==> src/rtl/mi3_pkg.sv <==
// Shared constants and index tables for the 3x3 matrix inverse core.
// No dependencies; imported by every module of the core.
package mi3_pkg;

	localparam int ELEMENT_BITS_DEF = 16;
	localparam int FRAC_SHIFT = 24;
	localparam int DIV_STEPS = 33;
	localparam int FRONT_STAGES = 5;
	localparam int INV_W = 32;
	localparam int DET_W = 50;
	localparam int NUM_LANES = 9;

	typedef logic [3:0] idx_t;

	// adj[i] = m[a] * m[b] - m[c] * m[d]
	localparam idx_t COF_IDX [NUM_LANES][4] = '{
		'{idx_t'(4), idx_t'(8), idx_t'(7), idx_t'(5)},
		'{idx_t'(2), idx_t'(7), idx_t'(1), idx_t'(8)},
		'{idx_t'(1), idx_t'(5), idx_t'(4), idx_t'(2)},
		'{idx_t'(6), idx_t'(5), idx_t'(3), idx_t'(8)},
		'{idx_t'(0), idx_t'(8), idx_t'(6), idx_t'(2)},
		'{idx_t'(2), idx_t'(3), idx_t'(0), idx_t'(5)},
		'{idx_t'(3), idx_t'(7), idx_t'(6), idx_t'(4)},
		'{idx_t'(6), idx_t'(1), idx_t'(0), idx_t'(7)},
		'{idx_t'(0), idx_t'(4), idx_t'(3), idx_t'(1)}
	};

endpackage

==> src/rtl/mi3_merge.sv <==
// Merge stage: sign, saturation and singular masking of the nine lane quotients.
// Output register of the core; depends on mi3_pkg.
module mi3_merge import mi3_pkg::*; #(
	parameter int DW = 51
) (
	input  logic                 clk,
	input  logic                 en,
	input  logic [DIV_STEPS-1:0] quo [NUM_LANES],
	input  logic [NUM_LANES-1:0] neg,
	input  logic signed [DW-1:0] det,
	input  logic                 singular,
	output logic [INV_W-1:0]     inv [NUM_LANES],
	output logic [DET_W-1:0]     determinant,
	output logic                 singular_out
);

	localparam logic [DIV_STEPS-1:0] NEG_LIM = DIV_STEPS'(33'h080000000);
	localparam logic [DIV_STEPS-1:0] POS_LIM = DIV_STEPS'(33'h07FFFFFFF);

	logic [INV_W-1:0] inv_q [NUM_LANES];
	logic [DET_W-1:0] det_q;
	logic             sing_q;
	logic signed [DW+DET_W-1:0] det_x;

	assign det_x = {{DET_W{det[DW-1]}}, det};

	always_ff @(posedge clk) begin
		if (en) begin
			for (int i = 0; i < NUM_LANES; i++) begin
				if (singular)
					inv_q[i] <= '0;
				else if (neg[i])
					inv_q[i] <= (quo[i] > NEG_LIM) ? 32'h80000000 : INV_W'(-quo[i]);
				else
					inv_q[i] <= (quo[i] > POS_LIM) ? 32'h7FFFFFFF : INV_W'(quo[i]);
			end
			det_q <= singular ? '0 : det_x[DET_W-1:0];
			sing_q <= singular;
		end
	end

	assign inv = inv_q;
	assign determinant = det_q;
	assign singular_out = sing_q;

endmodule

==> config.mk <==
export PLATFORM = sky130hd
export DESIGN_NAME = mi3_merge
export DESIGN_NICKNAME = d
export VERILOG_FILES = /design/src/rtl/mi3_pkg.sv /design/src/rtl/mi3_merge.sv
export SDC_FILE = /design/constraint.sdc
export NUM_CORES = 1
export LEC_CHECK = 0
export ABC_CLOCK_PERIOD_IN_PS = 5400
export BUFFER_PORTS_ARGS = -buffer_cell sky130_fd_sc_hd__buf_4
export CORE_AREA = 5 5 269 271
export CTS_BUF_LIST = sky130_fd_sc_hd__clkbuf_2
export CTS_CLUSTER_SIZE = 8
export DETAILED_ROUTE_END_ITERATION = 7
export DIE_AREA = 0 0 274 276
export PLACE_DENSITY = 0.58
export SLEW_MARGIN = 15
export SYNTH_ARGS = -nofsm -noshare
export SYNTH_HDL_FRONTEND = slang
export SYNTH_SLANG_ARGS = --single-unit
==> constraint.sdc <==
create_clock -name clk -period 5.4 [get_ports clk]
set_input_delay 0.54 -clock clk [delete_from_list [all_inputs] [get_ports clk]]
set_output_delay 0.54 -clock clk [all_outputs]
set_load 0.005 [all_outputs]
# Word level (Yosys, flattened, before mapping)
# Index checks and enable logic that the tools add are counted.
# totals
reg_bits,339
wordCells,65
inputBits,360
# classes
n_addsub,9
magnitude_cmp,18
muxes,27
# op_table
operator,n
2-to-1 mux 32 bit,27
> comparator 33 x 31 -> 1 bit (second input constant),9
> comparator 33 x 32 -> 1 bit (second input constant),9
negation 32 bit,9

# Logic depth before layout (Yosys ltp)
# depth
depth_word,3
mapped_depth,10
depth_no_buf,8

# Least setup slack after synthesis
# OpenSTA, ideal clock, no wires.
# synth_timing
path_type,in2reg
from,input quo[198] (netlist bit)
to,"register inv_q, in the netlist inv[218], data pin"
path_stages,9
path_slack_ns,2.517
n_path_buf,1
t_required_ns,5.126
setup_ns,0.274
arrival_time_ns,2.609
path_cell_list,inv_1 ha_1 or4b_1 buf_2 nand2b_1 or4_1 nor4b_1 or3_1 nand3_1
# synth_via
elab_chain_len,3
# synth_lines
item,line,text
from (decl),mi3_merge.sv:8,"input logic [DIV_STEPS-1:0] quo [NUM_LANES],"
"negation 32 bit, or another cell as far along",mi3_merge.sv:33,inv_q[i] <= (quo[i] > NEG_LIM) ? 32'h80000000 : INV_W'(-quo[i]);
2-to-1 mux 32 bit (on tied branches),"mi3_merge.sv:33, mi3_merge.sv:35",
2-to-1 mux 32 bit *,mi3_merge.sv:32,else if (neg[i])
"to (signal, indexed assignment)",mi3_merge.sv:33,
"to (signal, indexed assignment)",mi3_merge.sv:35,inv_q[i] <= (quo[i] > POS_LIM) ? 32'h7FFFFFFF : INV_W'(quo[i]);
to (decl),mi3_merge.sv:20,logic [INV_W-1:0] inv_q [NUM_LANES];
# Mark *: on every way between the ends. The rest lies on a longest branch, timed or not.
# A chain may end at the register's enable or synchronous reset.

# Worst setup path in the final report
# Ends and elaborated chain as after synthesis.

==> reports/metrics.yaml <==
fin_crit_ns: 4.15
avgSynthCellArea_um2: 9.46
yosys-top-cells-count: "339 x edfxtp_1, 201 x nor2_1, 166 x nand2_1"
crit_path_end_kind: "flip-flop"
clockBufferDepth: 3
path_cells: "dlygate4sd3_1 -> buf_4 -> inv_1 -> ha_1 -> or4b_1 -> nand2b_1 -> or4_1 -> nor4b_1 -> a32oi_1 -> dlygate4sd3_1 -> nand3_1 -> dlygate4sd3_1"
drt.antenna.violating_nets: 0
finalNonFillerCells: 4635
dieArea_um2: 75600
antenna_found_initial: 23
cts_root_buf: "clkbuf_2"
period_share_pct: 76.9
clk_pin_slew_worst_paths_ns: 0.11
tightest_slew_ns: 1.17
relSlewSlack_pct: 21.6
yosysSeqAreaShare_pct: 46.7
yosysWarnings: 0
power_density_nw_per_um2: 204
syn_nets: 2682
numCtsBuffers: 101
holdCritPathClass: "input port to flip-flop"
initial_core_util_pct: 31.4
synth_area_um2: 21800
grt_pass1_wl_um: 153000
die_w_um: 274
final_util_pct: 50.1
status: "finished clean"
cts_sinks: 339
drv_slew: 0
core_area_um2: 69500
maxCapViolations: 0
grt_usage_pct: 25.5
drt_pre_antenna_iters: 6
worstPathRequired_ns: 6.31
grt_max_degree: 142
p_leak_uw: 0.0133
cts.htree.levels: 3
grt.overflow.total: 0
ir_drop_mv: 0.157
max_freq_ghz: 0.241
cts_resized: 0
cts_tree: "yes"
cts_setup_buffers: 0
path_buf_inv: 5
synthDistinctLibCells: 89
finalHoldViolCount: 0
finalWeightedCongestion: 0.944
crit_cells: 12
syn_inst: 2304
grt_pass1_vias: 25646
worstSetupPathType: "input port to flip-flop"
die_h_um: 276
design_area_um2: 34900
rsz0062_at_grt: "false"
rows: 97
ys_ff_latch: 339
placed_area_um2: 27800
yosys.area.top_type_share_pct: 46.7
fin_ws_ns: 1.25
final_layout_size_suffix_gt1_share_pct: 25.5
numPortBuffers: 697
avgRoutedWirePerCell_um: 22.1
synthFlopType: "edfxtp_1"
ios: 699
async_reset_ff_share_pct: 0
worstSetupEndpoint: "inv[218]$_SDFFCE_PP0P_"
crit_path_frequent_cell: "dlygate4sd3_1"
startpoint: "quo[198]"
nets: 3978
finalSetupViolCount: 0
synthTopCellsByArea: "edfxtp_1 47%, nor3_1 3.5%, nor2_1 3.5%, o21ai_0 3.1%, nand2_1 2.9%"
start_kind: "input port"
synthMostInstantiatedCell: "edfxtp_1"
areaGrowthSynthToFinish_pct: 59.9
synth_top_area_cell: "edfxtp_1"
cp_top_family: "simple AND/OR/NAND/NOR gates"
pre_cts_ws_ns: 1.70
crit_arrival_ns: 5.06
num_vias: 26096
dpl.hpwl_um: 73100
postCtsHoldBufs: 613
drc_errors: 0
synth-edff-count: 339
critPathMaxStageDelay_ns: 0.62
crit_fanout: 6
final.setup.tns_ns: 0
routed_wl_um: 102000
post-place-cells: 3823
critPathSlowestCell: "or4b_1"
viasPerCell: 5.63
first_iter_violations: 2106
whs_path_depth: 4
-- routing by layer --
metal / track usage [%] / vias to the layer above / share of wire [%]
met3: 7.27 / 283 / 9.5
met1: 29.6 / 12574 / 37
li1: - / 11883 / -
met5: 0 / - / 0.098
met4: 10.3 / 14 / 4.1
met2: 44.1 / 1342 / 49
-- kinds of logic after synthesis --
family                   count (synthesis)  share of synthesized area, %
XOR/XNOR                                20                         0.803
multiplexers                             2                        0.0918
buffers and inverters                  196                          3.64
flip-flops                             339                          46.7
AO/OA/AOI/OAI                          602                          19.6
adder cells (fa/ha/maj)                 18                          1.03
AND/OR/NAND/NOR                       1127                          28.2
-- layout make-up --
class / instances / area, um2
well taps: 940 / 1180
clock inverters: 39 / 159
diodes: 20 / 50.0
flip-flops and latches: 339 / 10200
clock buffers: 139 / 696
repair buffers: 1324 / 11500
multi-input cells: 1769 / 10900
fillers: 6483 / 34700
inverters: 65 / 245
-- flip-flops by register name, indices dropped and copies added (netlist names) --
register / cells
singular_out: 1
determinant: 50
inv: 288
-- worst min-delay path by stage --
stage,to,startpoint
floorplan,singular_out$_DFFE_PP_,singular
global placement,determinant[10]$_SDFFCE_PP0P_,det[10]
detailed placement,determinant[37]$_SDFFCE_PP0P_,det[37]
CTS,inv[16]$_SDFFCE_PP0P_,neg[8]
global route,inv[235]$_SDFFCE_PP0P_,quo[241]
finish,inv[235]$_SDFFCE_PP0P_,quo[241]
-- power by group --
part / switching (uW) / internal (uW) / total, uW / leakage [uW]
sequential: 91.6 / 3180 / 3270 / 0.00328
combinational: 920 / 997 / 1920 / 0.00939
clock: 1210 / 701 / 1910 / 0.000661
total: 2220 / 4880 / 7100 / 0.0133
-- per-stage QoR --
stage / hold WS (ns) / total power [uW]
6_report: 0.206 / 7100
5_1_grt: 0.0919 / 7510
4_1_cts: 0.000269 / 7210
3_5_place_dp: 0.839 / 4810
3_3_place_gp: 0.829 / 4800
2_1_floorplan: 0.639 / 3790
-- placed cells by master, fill, tap and decap left out, drive strengths merged, types with 35 or more instances in the layout --
cell type    count
a211o           35
inv             63
or3             78
or4             51
dlygate4sd3    613
nand4           90
nor2           203
or2             38
clkbuf         139
edfxtp         339
o311ai          69
o21ai          143
nand3           75
a21oi           89
nor4           103
clkinv          41
nor3           155
a31oi           49
nor2b           74
buf            711
o211ai          40
nand2          166
Power figures use the tool's default switching activity.
